--- src/design/rfla_pkg.sv ---
// Shared constants, codes and controller/datapath interface types of the range allocator.
package rfla_pkg;

  localparam int MAX_RANGES = 16;
  localparam int INDEX_BITS = 16;

  // Width of the fields on the stream ports.
  localparam int FIELD_W = 16;
  localparam int STATUS_W = 2;

  localparam int ADDR_W  = $clog2(MAX_RANGES);
  localparam int CNT_W   = $clog2(MAX_RANGES + 1);
  localparam int FIRST_W = INDEX_BITS;
  localparam int LIMIT_W = INDEX_BITS + 1;
  localparam int ENTRY_W = FIRST_W + LIMIT_W;

  // Arithmetic width that holds any start, end, limit or size without overflow.
  localparam int CALC_W = ((INDEX_BITS > FIELD_W) ? INDEX_BITS : FIELD_W) + 1;

  localparam logic [CALC_W-1:0] SPACE_SIZE = CALC_W'(1) << INDEX_BITS;

  localparam int IN_DATA_W  = 2 * FIELD_W;
  localparam int OUT_FLD_W  = FIELD_W + STATUS_W + 1;
  localparam int OUT_DATA_W = ((OUT_FLD_W + 7) / 8) * 8;

  typedef enum logic [0:0] {
    OP_ALLOC = 1'b0,
    OP_FREE  = 1'b1
  } op_e;

  typedef enum logic [STATUS_W-1:0] {
    ST_OK         = 2'd0,
    ST_ALLOC_FAIL = 2'd1,
    ST_TABLE_FULL = 2'd2,
    ST_NO_SPACE   = 2'd3
  } status_e;

  typedef enum logic [3:0] {
    CMD_NONE       = 4'd0,
    CMD_ACCEPT     = 4'd1,
    CMD_WALK_NEXT  = 4'd2,
    CMD_FAIL       = 4'd3,
    CMD_EXT_FIRST  = 4'd4,
    CMD_EXT_LIMIT  = 4'd5,
    CMD_SHUP_START = 4'd6,
    CMD_SHUP_STEP  = 4'd7,
    CMD_INSERT     = 4'd8,
    CMD_APPEND     = 4'd9,
    CMD_TRIM_HEAD  = 4'd10,
    CMD_DROP_ONLY  = 4'd11,
    CMD_DROP_HEAD  = 4'd12,
    CMD_SHDN_STEP  = 4'd13,
    CMD_OUT_LOAD   = 4'd14
  } dp_cmd_e;

  typedef struct packed {
    dp_cmd_e cmd;
    status_e code;
  } rfla_cmd_t;

  typedef struct packed {
    logic is_free;
    logic no_space;
    logic count_zero;
    logic count_one;
    logic full;
    logic alloc_fit;
    logic alloc_drop;
    logic hit_first;
    logic hit_limit;
    logic above;
    logic last_idx;
    logic up_done;
    logic down_done;
    logic out_free;
  } rfla_flags_t;

endpackage

--- src/design/rfla_ram.sv ---
// Generic simple dual-port RAM with one write port and a registered read port.
module rfla_ram #(
  parameter int WIDTH = 8,
  parameter int DEPTH = 16
) (
  input  logic                     clk_i,
  input  logic                     we_i,
  input  logic [$clog2(DEPTH)-1:0] waddr_i,
  input  logic [WIDTH-1:0]         wdata_i,
  input  logic [$clog2(DEPTH)-1:0] raddr_i,
  output logic [WIDTH-1:0]         rdata_o
);

  logic [WIDTH-1:0] mem_q [DEPTH];
  logic [WIDTH-1:0] rdata_q;

  always_ff @(posedge clk_i) begin
    if (we_i) begin
      mem_q[waddr_i] <= wdata_i;
    end
    rdata_q <= mem_q[raddr_i];
  end

  assign rdata_o = rdata_q;

endmodule

--- src/design/rfla_dp.sv ---
// Datapath of the range allocator: request registers, range RAM, pointers and result register.
module rfla_dp (
  input  logic                          clk_i,
  input  logic                          rst_ni,
  input  rfla_pkg::rfla_cmd_t           cmd_i,
  output rfla_pkg::rfla_flags_t         flags_o,
  input  logic                          op_i,
  input  logic [rfla_pkg::FIELD_W-1:0]  block_start_i,
  input  logic [rfla_pkg::FIELD_W-1:0]  block_size_i,
  output logic                          out_valid_o,
  input  logic                          out_ready_i,
  output logic [rfla_pkg::FIELD_W-1:0]  granted_index_o,
  output logic [rfla_pkg::STATUS_W-1:0] status_o,
  output logic                          table_empty_o
);

  localparam int AW = rfla_pkg::ADDR_W;
  localparam int CW = rfla_pkg::CNT_W;
  localparam int XW = rfla_pkg::CALC_W;
  localparam int FW = rfla_pkg::FIRST_W;
  localparam int LW = rfla_pkg::LIMIT_W;
  localparam int EW = rfla_pkg::ENTRY_W;
  localparam int DW = rfla_pkg::FIELD_W;

  logic                      op_q;
  logic [DW-1:0]             start_q, size_q;
  rfla_pkg::status_e         status_q, status_d;
  logic [DW-1:0]             granted_q, granted_d;
  logic [CW-1:0]             count_q, count_d;
  logic [AW-1:0]             idx_q, idx_d;
  logic [AW-1:0]             pos_q, pos_d;
  logic [AW-1:0]             wr_ptr_q, wr_ptr_d;

  logic                      out_valid_q, out_valid_d;
  logic [DW-1:0]             out_granted_q;
  logic [rfla_pkg::STATUS_W-1:0] out_status_q;
  logic                      out_empty_q;

  logic                      we;
  logic [AW-1:0]             waddr, raddr;
  logic [EW-1:0]             wdata, rdata;
  logic [FW-1:0]             rd_first;
  logic [LW-1:0]             rd_limit;
  logic [XW-1:0]             first_c, limit_c, start_c, size_c, end_c, nf_c, ext_c;
  logic                      out_free;

  rfla_ram #(
    .WIDTH (EW),
    .DEPTH (rfla_pkg::MAX_RANGES)
  ) u_ram (
    .clk_i   (clk_i),
    .we_i    (we),
    .waddr_i (waddr),
    .wdata_i (wdata),
    .raddr_i (raddr),
    .rdata_o (rdata)
  );

  assign rd_first = rdata[FW-1:0];
  assign rd_limit = rdata[EW-1:FW];
  assign first_c  = XW'(rd_first);
  assign limit_c  = XW'(rd_limit);
  assign start_c  = XW'(start_q);
  assign size_c   = XW'(size_q);
  assign end_c    = start_c + size_c;
  assign nf_c     = first_c + size_c;
  assign ext_c    = limit_c + size_c;
  assign out_free = !out_valid_q || out_ready_i;

  always_comb begin
    flags_o.is_free    = (op_q == rfla_pkg::OP_FREE);
    flags_o.no_space   = (start_c >= rfla_pkg::SPACE_SIZE) || (end_c > rfla_pkg::SPACE_SIZE);
    flags_o.count_zero = (count_q == '0);
    flags_o.count_one  = (count_q == CW'(1));
    flags_o.full       = (count_q == CW'(rfla_pkg::MAX_RANGES));
    flags_o.alloc_fit  = (limit_c >= first_c) && ((limit_c - first_c) >= size_c);
    flags_o.alloc_drop = (nf_c >= limit_c);
    flags_o.hit_first  = (first_c == end_c);
    flags_o.hit_limit  = (limit_c == start_c);
    flags_o.above      = (first_c > start_c);
    flags_o.last_idx   = ((CW'(idx_q) + CW'(1)) == count_q);
    flags_o.up_done    = ((wr_ptr_q - AW'(1)) == pos_q);
    flags_o.down_done  = ((CW'(wr_ptr_q) + CW'(1)) == count_q);
    flags_o.out_free   = out_free;
  end

  // RAM port control.
  always_comb begin
    we    = 1'b0;
    waddr = idx_q;
    wdata = rdata;
    raddr = '0;
    unique case (cmd_i.cmd)
      rfla_pkg::CMD_ACCEPT:     raddr = '0;
      rfla_pkg::CMD_WALK_NEXT:  raddr = idx_q + AW'(1);
      rfla_pkg::CMD_EXT_FIRST: begin
        we    = 1'b1;
        wdata = {rd_limit, start_c[FW-1:0]};
      end
      rfla_pkg::CMD_EXT_LIMIT: begin
        we    = 1'b1;
        wdata = {ext_c[LW-1:0], rd_first};
      end
      rfla_pkg::CMD_SHUP_START: raddr = AW'(count_q - CW'(1));
      rfla_pkg::CMD_SHUP_STEP: begin
        we    = 1'b1;
        waddr = wr_ptr_q;
        raddr = wr_ptr_q - AW'(2);
      end
      rfla_pkg::CMD_INSERT: begin
        we    = 1'b1;
        waddr = pos_q;
        wdata = {end_c[LW-1:0], start_c[FW-1:0]};
      end
      rfla_pkg::CMD_APPEND: begin
        we    = 1'b1;
        waddr = AW'(count_q);
        wdata = {end_c[LW-1:0], start_c[FW-1:0]};
      end
      rfla_pkg::CMD_TRIM_HEAD: begin
        we    = 1'b1;
        waddr = '0;
        wdata = {rd_limit, nf_c[FW-1:0]};
      end
      rfla_pkg::CMD_DROP_HEAD:  raddr = AW'(1);
      rfla_pkg::CMD_SHDN_STEP: begin
        we    = 1'b1;
        waddr = wr_ptr_q;
        raddr = AW'(CW'(wr_ptr_q) + CW'(2));
      end
      default: ;
    endcase
  end

  // Register next values.
  always_comb begin
    status_d    = status_q;
    granted_d   = granted_q;
    count_d     = count_q;
    idx_d       = idx_q;
    pos_d       = pos_q;
    wr_ptr_d    = wr_ptr_q;
    out_valid_d = out_valid_q && !out_ready_i;
    unique case (cmd_i.cmd)
      rfla_pkg::CMD_ACCEPT: begin
        status_d  = rfla_pkg::ST_OK;
        granted_d = '0;
        idx_d     = '0;
      end
      rfla_pkg::CMD_WALK_NEXT:  idx_d = idx_q + AW'(1);
      rfla_pkg::CMD_FAIL:       status_d = cmd_i.code;
      rfla_pkg::CMD_SHUP_START: begin
        pos_d    = idx_q;
        wr_ptr_d = AW'(count_q);
      end
      rfla_pkg::CMD_SHUP_STEP:  wr_ptr_d = wr_ptr_q - AW'(1);
      rfla_pkg::CMD_INSERT,
      rfla_pkg::CMD_APPEND:     count_d = count_q + CW'(1);
      rfla_pkg::CMD_TRIM_HEAD:  granted_d = first_c[DW-1:0];
      rfla_pkg::CMD_DROP_ONLY: begin
        granted_d = first_c[DW-1:0];
        count_d   = count_q - CW'(1);
      end
      rfla_pkg::CMD_DROP_HEAD: begin
        granted_d = first_c[DW-1:0];
        count_d   = count_q - CW'(1);
        wr_ptr_d  = '0;
      end
      rfla_pkg::CMD_SHDN_STEP:  wr_ptr_d = wr_ptr_q + AW'(1);
      rfla_pkg::CMD_OUT_LOAD:   out_valid_d = 1'b1;
      default: ;
    endcase
  end

  always_ff @(posedge clk_i or negedge rst_ni) begin
    if (!rst_ni) begin
      count_q     <= '0;
      out_valid_q <= 1'b0;
    end else begin
      count_q     <= count_d;
      out_valid_q <= out_valid_d;
    end
  end

  always_ff @(posedge clk_i) begin
    if (cmd_i.cmd == rfla_pkg::CMD_ACCEPT) begin
      op_q    <= op_i;
      start_q <= block_start_i;
      size_q  <= block_size_i;
    end
    if (cmd_i.cmd == rfla_pkg::CMD_OUT_LOAD) begin
      out_granted_q <= granted_q;
      out_status_q  <= status_q;
      out_empty_q   <= (count_q == '0);
    end
    status_q  <= status_d;
    granted_q <= granted_d;
    idx_q     <= idx_d;
    pos_q     <= pos_d;
    wr_ptr_q  <= wr_ptr_d;
  end

  assign out_valid_o     = out_valid_q;
  assign granted_index_o = out_granted_q;
  assign status_o        = out_status_q;
  assign table_empty_o   = out_empty_q;

`ifndef SYNTH
  a_count_bound: assert property (@(posedge clk_i) disable iff (!rst_ni)
    count_q <= CW'(rfla_pkg::MAX_RANGES))
    else $error("range count above table size");

  a_no_grow_when_full: assert property (@(posedge clk_i) disable iff (!rst_ni)
    (cmd_i.cmd == rfla_pkg::CMD_INSERT || cmd_i.cmd == rfla_pkg::CMD_APPEND)
    |-> !flags_o.full)
    else $error("new range written into a full table");

  a_count_step: assert property (@(posedge clk_i) disable iff (!rst_ni)
    (count_q != $past(count_q)) |->
    (count_q == $past(count_q) + CW'(1) || count_q == $past(count_q) - CW'(1)))
    else $error("range count moved by more than one");

  a_shift_up_stops: assert property (@(posedge clk_i) disable iff (!rst_ni)
    (cmd_i.cmd == rfla_pkg::CMD_SHUP_STEP) |-> (wr_ptr_q != pos_q))
    else $error("shift up ran past the insert position");
`endif

endmodule

--- src/design/rfla_ctrl.sv ---
// Controller state machine of the range allocator.
module rfla_ctrl (
  input  logic                  clk_i,
  input  logic                  rst_ni,
  input  logic                  in_valid_i,
  output logic                  in_ready_o,
  input  rfla_pkg::rfla_flags_t flags_i,
  output rfla_pkg::rfla_cmd_t   cmd_o
);

  typedef enum logic [6:0] {
    S_IDLE = 7'b0000001,
    S_EVAL = 7'b0000010,
    S_WALK = 7'b0000100,
    S_SHUP = 7'b0001000,
    S_INS  = 7'b0010000,
    S_SHDN = 7'b0100000,
    S_RES  = 7'b1000000
  } state_e;

  state_e              state_q, state_d;
  rfla_pkg::rfla_cmd_t walk_cmd;
  state_e              walk_next;

  // One step of the free walk over the entry currently on the RAM read port.
  always_comb begin
    walk_cmd.cmd  = rfla_pkg::CMD_WALK_NEXT;
    walk_cmd.code = rfla_pkg::ST_OK;
    walk_next     = S_WALK;
    priority if (flags_i.hit_first) begin
      walk_cmd.cmd = rfla_pkg::CMD_EXT_FIRST;
      walk_next    = S_RES;
    end else if (flags_i.hit_limit) begin
      walk_cmd.cmd = rfla_pkg::CMD_EXT_LIMIT;
      walk_next    = S_RES;
    end else if (flags_i.above || flags_i.last_idx) begin
      if (flags_i.full) begin
        walk_cmd.cmd  = rfla_pkg::CMD_FAIL;
        walk_cmd.code = rfla_pkg::ST_TABLE_FULL;
        walk_next     = S_RES;
      end else if (flags_i.above) begin
        walk_cmd.cmd = rfla_pkg::CMD_SHUP_START;
        walk_next    = S_SHUP;
      end else begin
        walk_cmd.cmd = rfla_pkg::CMD_APPEND;
        walk_next    = S_RES;
      end
    end else begin
      walk_cmd.cmd = rfla_pkg::CMD_WALK_NEXT;
      walk_next    = S_WALK;
    end
  end

  always_comb begin
    cmd_o.cmd  = rfla_pkg::CMD_NONE;
    cmd_o.code = rfla_pkg::ST_OK;
    state_d    = state_q;
    unique case (state_q)
      S_IDLE: begin
        if (in_valid_i) begin
          cmd_o.cmd = rfla_pkg::CMD_ACCEPT;
          state_d   = S_EVAL;
        end
      end
      S_EVAL: begin
        if (!flags_i.is_free) begin
          if (flags_i.count_zero || !flags_i.alloc_fit) begin
            cmd_o.cmd  = rfla_pkg::CMD_FAIL;
            cmd_o.code = rfla_pkg::ST_ALLOC_FAIL;
            state_d    = S_RES;
          end else if (!flags_i.alloc_drop) begin
            cmd_o.cmd = rfla_pkg::CMD_TRIM_HEAD;
            state_d   = S_RES;
          end else if (flags_i.count_one) begin
            cmd_o.cmd = rfla_pkg::CMD_DROP_ONLY;
            state_d   = S_RES;
          end else begin
            cmd_o.cmd = rfla_pkg::CMD_DROP_HEAD;
            state_d   = S_SHDN;
          end
        end else if (flags_i.no_space) begin
          cmd_o.cmd  = rfla_pkg::CMD_FAIL;
          cmd_o.code = rfla_pkg::ST_NO_SPACE;
          state_d    = S_RES;
        end else if (flags_i.count_zero) begin
          cmd_o.cmd = rfla_pkg::CMD_APPEND;
          state_d   = S_RES;
        end else begin
          cmd_o   = walk_cmd;
          state_d = walk_next;
        end
      end
      S_WALK: begin
        cmd_o   = walk_cmd;
        state_d = walk_next;
      end
      S_SHUP: begin
        cmd_o.cmd = rfla_pkg::CMD_SHUP_STEP;
        if (flags_i.up_done) begin
          state_d = S_INS;
        end
      end
      S_INS: begin
        cmd_o.cmd = rfla_pkg::CMD_INSERT;
        state_d   = S_RES;
      end
      S_SHDN: begin
        cmd_o.cmd = rfla_pkg::CMD_SHDN_STEP;
        if (flags_i.down_done) begin
          state_d = S_RES;
        end
      end
      S_RES: begin
        if (flags_i.out_free) begin
          cmd_o.cmd = rfla_pkg::CMD_OUT_LOAD;
          state_d   = S_IDLE;
        end
      end
      default: state_d = S_IDLE;
    endcase
  end

  always_ff @(posedge clk_i or negedge rst_ni) begin
    if (!rst_ni) begin
      state_q <= S_IDLE;
    end else begin
      state_q <= state_d;
    end
  end

  assign in_ready_o = (state_q == S_IDLE);

`ifndef SYNTH
  a_accept_leads_to_eval: assert property (@(posedge clk_i) disable iff (!rst_ni)
    (in_valid_i && in_ready_o) |=> (state_q == S_EVAL))
    else $error("accepted word not evaluated in the next cycle");

  a_result_only_when_free: assert property (@(posedge clk_i) disable iff (!rst_ni)
    (cmd_o.cmd == rfla_pkg::CMD_OUT_LOAD) |-> flags_i.out_free)
    else $error("result loaded over a pending result");

  a_shift_down_only_alloc: assert property (@(posedge clk_i) disable iff (!rst_ni)
    (state_q == S_SHDN) |-> !flags_i.is_free)
    else $error("head shift running on a free");
`endif

endmodule

--- src/design/range_free_list_allocator.sv ---
// Top level of the free index range allocator with stream input and output channels.
//
// Channel   Dir  Handshake                      Payload
// s_axis    in   s_axis_tvalid / s_axis_tready  tdata: block_start, block_size; tuser: op
// m_axis    out  m_axis_tvalid / m_axis_tready  tdata: granted_index, status, table_empty
//
// One word is processed at a time. An allocate accepts the word, evaluates it and loads the
// result, and moves the remaining ranges down one at a time when the head range is used up
// and others remain (up to MAX_RANGES - 1). A free walks the ranges in order from the first;
// an insert then moves each range above the new one up and writes the new range. The range
// table is a RAM with one write and one registered read port, and each walk and shift step
// is one access to it.
// Reset clears the range count and the handshake state; the table itself needs no clearing.
// A result waits in the output register while m_axis_tready is low; the next word is
// accepted meanwhile and stalls only when its own result is ready to load.
module range_free_list_allocator (
  input  logic                             clk_i,
  input  logic                             rst_ni,
  input  logic                             s_axis_tvalid,
  output logic                             s_axis_tready,
  // Bits from the lowest up: block_start [15:0], block_size [31:16].
  input  logic [rfla_pkg::IN_DATA_W-1:0]   s_axis_tdata,
  // Bit 0: op (0 allocate, 1 free).
  input  logic                             s_axis_tuser,
  output logic                             m_axis_tvalid,
  input  logic                             m_axis_tready,
  // Bits from the lowest up: granted_index [15:0], status [17:16], table_empty [18],
  // zero padding above.
  output logic [rfla_pkg::OUT_DATA_W-1:0]  m_axis_tdata
);

  localparam int DW = rfla_pkg::FIELD_W;
  localparam int SW = rfla_pkg::STATUS_W;

  rfla_pkg::rfla_cmd_t   cmd;
  rfla_pkg::rfla_flags_t flags;
  logic [DW-1:0]         granted_index;
  logic [SW-1:0]         status;
  logic                  table_empty;

  // The controller sequences each word; the datapath holds the table and does the compares.
  rfla_ctrl u_ctrl (
    .clk_i      (clk_i),
    .rst_ni     (rst_ni),
    .in_valid_i (s_axis_tvalid),
    .in_ready_o (s_axis_tready),
    .flags_i    (flags),
    .cmd_o      (cmd)
  );

  rfla_dp u_dp (
    .clk_i           (clk_i),
    .rst_ni          (rst_ni),
    .cmd_i           (cmd),
    .flags_o         (flags),
    .op_i            (s_axis_tuser),
    .block_start_i   (s_axis_tdata[DW-1:0]),
    .block_size_i    (s_axis_tdata[2*DW-1:DW]),
    .out_valid_o     (m_axis_tvalid),
    .out_ready_i     (m_axis_tready),
    .granted_index_o (granted_index),
    .status_o        (status),
    .table_empty_o   (table_empty)
  );

  // Pack the result fields from the lowest bit up and pad to whole bytes.
  assign m_axis_tdata = rfla_pkg::OUT_DATA_W'({table_empty, status, granted_index});

endmodule
--- config.mk ---
export PLATFORM = sky130hd
export DESIGN_NAME = range_free_list_allocator
export DESIGN_NICKNAME = d
export VERILOG_FILES = /design/src/design/rfla_pkg.sv /design/src/design/rfla_ram.sv /design/src/design/rfla_dp.sv /design/src/design/rfla_ctrl.sv /design/src/design/range_free_list_allocator.sv
export SDC_FILE = /design/constraint.sdc
export NUM_CORES = 1
export LEC_CHECK = 0
export BUFFER_PORTS_ARGS = -buffer_cell sky130_fd_sc_hd__buf_2
export CAP_MARGIN = 5
export CORE_MARGIN = 1
export CORE_UTILIZATION = 30
export CTS_CLUSTER_DIAMETER = 60
export DETAILED_ROUTE_END_ITERATION = 16
export PLACE_DENSITY = 0.51
export SYNTH_ARGS = -nofsm -noshare
export SYNTH_HDL_FRONTEND = slang
export SYNTH_HIERARCHICAL = 1
export SYNTH_SLANG_ARGS = --single-unit
--- constraint.sdc ---
create_clock -name clk_i -period 14.7 [get_ports clk_i]
set_input_delay 2.205 -clock clk_i [delete_from_list [all_inputs] [get_ports clk_i]]
set_output_delay 2.205 -clock clk_i [all_outputs]
set_load 0.005 [all_outputs]
==> results of run 1 <==
cell usage after synthesis (7+ instances only):
library cell	n	area share
clkbuf_1	55	0.0067
o21ai_1	20	0.0033
nand2b_1	22	0.0045
a221o_1	13	0.0042
edfxtp_1	610	0.60
o211ai_1	12	0.0029
xnor2_1	56	0.016
nand2_1	84	0.010
dfxtp_1	33	0.022
a21oi_1	79	0.013
nor4_1	15	0.0031
dfrtp_1	12	0.0098
buf_2	17	0.0028
o221ai_1	12	0.0034
a21o_1	40	0.0098
buf_4	8	0.0020
a22oi_1	80	0.020
o31ai_1	9	0.0022
nand3_1	15	0.0025
nand4_1	14	0.0029
xor2_1	52	0.015
mux4_2	113	0.083
a222oi_1	9	0.0029
nor3_1	39	0.0064
and3_1	7	0.0014
o21ai_0	36	0.0059
nor2_1	84	0.010
nor3b_1	7	0.0017
a211oi_1	10	0.0025
a31oi_1	13	0.0027
nor2b_1	23	0.0047
o21a_1	10	0.0025
inv_1	94	0.012
ha_1	120	0.049
mux4_1	19	0.016
metrics by stage:
stage               hold WS [ns]  instances  utilization
finish                     0.421       3487        0.350
global route               0.427       3487        0.350
CTS                        0.420       3486        0.350
detailed placement         0.407       3345        0.324
global placement           0.406       3345        0.324
floorplan                  0.400       1983            -
power by group through the flow:
| stage | combinational [mW] | clock [mW] | sequential [mW] |
|---|---|---|---|
| 2_1_floorplan | 2.99 | 0 | 2.94 |
| 3_3_place_gp | 4.08 | 0 | 3.12 |
| 3_5_place_dp | 4.17 | 0 | 3.12 |
| 4_1_cts | 4.19 | 1.96 | 3.09 |
| 5_1_grt | 4.58 | 2.03 | 3.11 |
| 6_report | 4.17 | 1.91 | 3.09 |
registers in the layout, summed over array words and instances, names as in the netlist:
name                  cells
u_dp/u_ram/mem_q        528
u_dp/granted_index_o     16
u_ctrl/state_q            7
u_dp/count_q              5
u_dp/u_ram/rdata_o       33
u_dp/out_valid_o          1
u_dp/idx_q                4
u_dp/pos_q                4
u_dp/granted_q           16
u_dp/size_q              16
u_dp/wr_ptr_q             4
u_dp/start_q             16
u_dp/table_empty_o        1
u_dp/status_o             2
u_dp/status_q             2
u_dp/op_q                 1
logic make-up (layout without fill, tap and decap cells):
| family | count (synthesis) | after routing | share of synthesized area |
|---|---|---|---|
| flops | 656 | 656 | 0.630 |
| compound gates | 403 | 403 | 0.0933 |
| simple gates | 351 | 351 | 0.0591 |
| buf+inv | 191 | 338 | 0.0297 |
| mux | 141 | 141 | 0.102 |
| fa+ha+maj | 125 | 125 | 0.0523 |
| xor+xnor | 111 | 111 | 0.0331 |
| other cells | 1 | 5 | 0.000122 |
cell usage in the layout, fill, tap and decap left out, types with 14 or more instances in the layout:
master	Yosys	routed
nor3_1	39	35
xor2_1	52	52
xnor2_1	56	56
nand3_1	15	15
mux4_2	113	113
nor2b_1	23	21
inv_1	94	94
nand2_1	84	84
o21ai_0	36	32
nor4_1	15	15
buf_4	8	43
dfxtp_1	33	33
ha_1	120	120
edfxtp_1	610	610
nand2b_1	22	22
a22oi_1	80	80
nor2_1	84	71
a21o_1	40	40
mux4_1	19	19
o21ai_1	20	23
buf_2	17	57
nand4_1	14	14
a21oi_1	79	78
clkbuf_16	0	76
worst min path at each step:
stage                          endpoint                from  cells past startpoint
2_1_floorplan   u_dp/granted_index_o[0]   u_dp/granted_q[0]                      0
3_3_place_gp    u_dp/granted_index_o[4]   u_dp/granted_q[4]                      0
3_5_place_dp   u_dp/granted_index_o[12]  u_dp/granted_q[12]                      0
4_1_cts         u_dp/granted_index_o[1]   u_dp/granted_q[1]                      0
5_1_grt        u_dp/granted_index_o[13]  u_dp/granted_q[13]                      0
6_report       u_dp/granted_index_o[12]  u_dp/granted_q[12]                      0
metal layers:
layer,track usage,wire length [um],up-vias
li1,-,-,8076
met1,0.210,35900,9421
met2,0.257,39100,516
met3,0.0231,4080,121
met4,0.0441,2000,2
met5,0,13,-
layout make-up:
class / instances / area, um2 / share of cell area
clock buffer: 93 / 2030 / 0.0575
clock inverter: 48 / 588 / 0.0167
inverter: 96 / 360 / 0.0102
multi-input combinational: 1136 / 10600 / 0.301
sequential: 656 / 19300 / 0.548
tap: 1357 / 1700 / 0.0482
timing repair buffer: 101 / 628 / 0.0178
critical path: cells and delay by family (launching register included):
family,cells,cell delay (ns)
AOI/OAI and AO/OA,16,3.57
xor gates and xnor gates,1,0.14
adders and majority gates,2,0.60
buffers and inverters,4,2.24
DFF,1,0.52
muxes,1,0.41
and+or+nand+nor,7,1.55
==> impl_metrics.yaml, run 1 <==
status:
  outcome: "complete, no violations"
power_and_ir_drop:
  p_total_mw: 9.17
  internal_power_mw: 5.49
  peakVddDrop_v: 0.000116
  clock_power_share: 0.209
  combinationalPowerShare: 0.455
  switching_share: 0.401
  p_sw_mw: 3.68
  pwr_density_cell_mw_per_mm2: 261
  power_frac_seq: 0.336
  leakage_nw: 12.0
worst_setup_path:
  cp-end-kind: "flip-flop"
  crit_start: "u_dp/u_ram/rdata_o[1]"
  arrival_ns: 9.69
  slowest_delay_ns: 0.78
  critical_path.endpoint: "u_dp/u_ram/rdata_o[0]"
  r2r-start: "u_dp/u_ram/rdata_o[1]"
  crit_path_max_fanout: 55
  reg2reg_to: "u_dp/u_ram/rdata_o[0]"
  slowest_stage: "buf_4"
  crit_path_frequent_cell: "a21oi_1"
  critPathRequiredTime_ns: 15.12
  start_kind: "flip-flop"
  critPathKind: "flip-flop to flip-flop"
  reg2reg_depth: 31
  reg2reg_slack_ns: 5.43
cts:
  cts.clk_slew.worst_paths_ns: 0.06
  clk_latency_ns: 0.65
  clock_path_buffers: 3
  cts_sinks: 656
  numCtsBuffers: 76
  cts_tree: "built"
  cts_root_buf: "clkbuf_16"
  cts_resized: 0
  cts_hold_buf: 0
  post_cts.repair.setup_buffers: 0
  h-tree-depth: 3
layout:
  final_nets: 2229
  syn_to_final_growth_pct: 14.9
  final_area_mm2: 0.0352
  n_antenna_cell: 0
  layout-drive-gt1-share: 0.178
  num-fill-cells: 9589
synthesis:
  synth_async_sr_flop_share: 0.0198
  yosys.cell_types.count: 94
  synth-edff-count: 610
  yosys_warnings: 6
  ys.flop_type: "edfxtp_1"
  syn_area_mm2: 0.0306
  avgSynthCellArea_um2: 15.5
  syn-instance-count: 1979
  yosysSeqAreaShare: 0.630
  synth.ff_latch_count: 656
drt:
  vias_per_cell: 5.20
  avgRoutedWirePerCell_um: 23.2
  wl_um: 81000
  vias: 18100
  dr.pass1.iters: 7
  drc: 0
  postRouteAntennaNets: 0
  first_iter_violations: 1586
grt:
  grt_max_degree: 86
  antenna_found_initial: 4
  grt_pass1_wl_um: 119000
  grt_pass1_vias: 18300
  grt-ovfl-total: 0
  track_usage: 0.155
placement:
  routabilityCongestion: 0.906
  numPortBuffers: 57
  place_ws_ns: 5.45
  dpl_cell_area_mm2: 0.0326
  dp.final_hpwl_um: 51100
timing:
  rsz0062_at_grt: "false"
  period_share: 0.630
  timing_hold_violations_final: 0
  fin_skew_ns: 0.0532
  setup_viol: 0
  maxSlewViolCount: 0
  tightest_slew_ns: 1.32
  fin_crit_ns: 9.27
  fmax_ghz: 0.108
  slew_headroom: 0.118
  fin_tns_setup_ns: 0
  fin_ws_ns: 5.43
floorplan:
  num_rows: 116
  core_area_mm2: 0.101
  ios: 63
  dieArea_mm2: 0.103
  die_h_um: 322
  die_w_um: 322
  start_util: 0.305
min_path:
  min_path_type: "flip-flop to flip-flop"
run:
  drv_cap: 0
No activity file was read; power rests on OpenSTA's default activity.
==> run 2: changes to the inputs <==
Settings changed: PLACE_DENSITY 0.51 to 0.53.
Clock period 14.7 ns to 7.4 ns, I/O delays scaled along.
==> impl_metrics.yaml, run 2 (same netlist as run 1, synthesis figures left out) <==
layout:
  num-fill-cells: 9415
  register_area_mm2: 0.0193
  layout_common_cells: "edfxtp_1, ha_1, mux4_2, inv_1, nand2_1"
  top_register: "u_dp/u_ram/mem_q"
  n_antenna_cell: 0
  syn_to_final_growth_pct: 17.3
  layout-drive-gt1-share: 0.203
  multi_input_area_mm2: 0.0107
  final_common_cell: "edfxtp_1"
  largest_reg_flops: 528
  final_nets: 2287
worst_setup_path:
  r2r-start: "u_dp/size_q[0]"
  crit_family: "compound AO/OA/AOI/OAI gates"
  arrival_ns: 7.44
  critPathRequiredTime_ns: 7.86
  critical_path.endpoint: "u_dp/u_ram/rdata_o[16]"
  crit_path_max_fanout: 22
  reg2reg_to: "u_dp/u_ram/rdata_o[16]"
  crit_cells: 30
  slowest_stage: "mux4_2"
  cp-end-kind: "flip-flop"
  crit_path_frequent_cell: "nand2_1"
  reg2reg_depth: 30
  crit_buf_inv: 4
  slowest_delay_ns: 0.54
  critPathKind: "flip-flop to flip-flop"
  reg2reg_slack_ns: 0.42
  start_kind: "flip-flop"
  crit_start: "u_dp/size_q[0]"
cts:
  h-tree-depth: 3
  cts_tree: "built"
  cts_sinks: 656
  cts_hold_buf: 0
  numCtsBuffers: 75
  clk_latency_ns: 0.64
  cts.clk_slew.worst_paths_ns: 0.06
  cts_root_buf: "clkbuf_16"
  clock_path_buffers: 3
grt:
  grt_max_degree: 59
  busiest_layer: "met2"
  track_usage: 0.158
  grt_pass1_wl_um: 122000
  antenna_found_initial: 3
  grtUsageMet3: 0.0228
  grt_util_met2: 0.263
  grt-ovfl-total: 0
  grt_use_met1: 0.214
  grt_pass1_vias: 18700
power_and_ir_drop:
  pwr_density_cell_mw_per_mm2: 518
  peakVddDrop_v: 0.000239
  p_total_mw: 18.6
  leakage_nw: 12.4
drt:
  postRouteAntennaNets: 0
  vias: 18500
  avgRoutedWirePerCell_um: 23.4
  dr.pass1.iters: 8
  wl_um: 82800
  first_iter_violations: 1640
  drc: 0
  vias_per_cell: 5.21
floorplan:
  num_rows: 116
  dieArea_mm2: 0.103
  ios: 63
  die_h_um: 322
  die_w_um: 322
  core_area_mm2: 0.101
  start_util: 0.305
timing:
  slew_headroom: 0.270
  fin_skew_ns: 0.0471
  fin_crit_ns: 6.98
  hold-worst-slack_ns: 0.371
  period_share: 0.944
  setup_viol: 0
  rsz0062_at_grt: "false"
  tightest_slew_ns: 1.09
  timing_hold_violations_final: 0
  fmax_ghz: 0.143
  maxSlewViolCount: 0
min_path:
  min_path_type: "primary input to asynchronous set/reset pin"
placement:
  dp.final_hpwl_um: 55100
  routabilityCongestion: 0.918
  numPortBuffers: 57
status:
  outcome: "complete, no violations"
run:
  drv_cap: 0
run 2: changes by cell type in the layout (fill, tap and decap cells not counted), sizes merged:
cell | before | now
clkinv | 34 | 37
inv | 100 | 101
buf | 101 | 159
clkbuf | 93 | 89
nor2 | 84 | 85
clkinvlp | 3 | 2
run 2: worst min path at each step:
stage	slack, ns	endpoint	cells after the start	startpoint
global route	0.37	u_dp/count_q[1]	1	rst_ni
CTS	0.36	u_dp/count_q[2]	1	rst_ni
global placement	0.40	u_dp/granted_index_o[7]	0	u_dp/granted_q[7]
finish	0.37	u_dp/count_q[3]	1	rst_ni
detailed placement	0.41	u_dp/granted_index_o[10]	0	u_dp/granted_q[10]
floorplan	0.40	u_dp/granted_index_o[0]	0	u_dp/granted_q[0]
run 2: what timing repair did:
| action | CTS | global route |
|---|---|---|
| setup endpoints to repair | 0 | 647 |
| resized for setup | 0 | 7 |
| setup buffers | 0 | 3 |
run 2: per-layer routing:
metal / routed length, um / share of wire / vias to the layer above
met5: 0 / 0 / -
met2: 40000 / 0.48 / 603
li1: - / - / 8189
met1: 36400 / 0.44 / 9525
met3: 4260 / 0.051 / 135
met4: 2160 / 0.026 / 0
run 2: final cells by class:
class | count | area share
multi-input combinational | 1137 | 0.297
sequential | 656 | 0.537
timing repair buffer | 159 | 0.0383
clock buffer | 89 | 0.0542
clock inverter | 51 | 0.0164
inverter | 96 | 0.0100
tap | 1357 | 0.0472
run 2: stage by stage:
stage,TNS [ns],util,setup WS (ns),instances,area [um2]
global placement,0,0.331,0.251,3401,33300
global route,0,0.357,0.0144,3545,35900
CTS,0,0.356,0.167,3541,35800
finish,0,0.357,0.417,3545,35900
floorplan,-29.69,-,-0.450,1983,30700
detailed placement,0,0.331,0.224,3401,33300
run 2: power breakdown:
group	switching, mW	internal (mW)
Combinational	5.37	3.40
Clock	1.56	2.17
Sequential	0.585	5.52
run 2: worst reg2reg max path, delay by kind of cell (launching register included):
family,cells,cell delay [ns]
AO/OA/AOI/OAI,14,3.10
XOR/XNOR,1,0.11
adder cells (fa/ha/maj),3,0.81
buffers and inverters,4,0.86
flip-flops,1,0.48
multiplexers,1,0.54
AND/OR/NAND/NOR,7,0.93
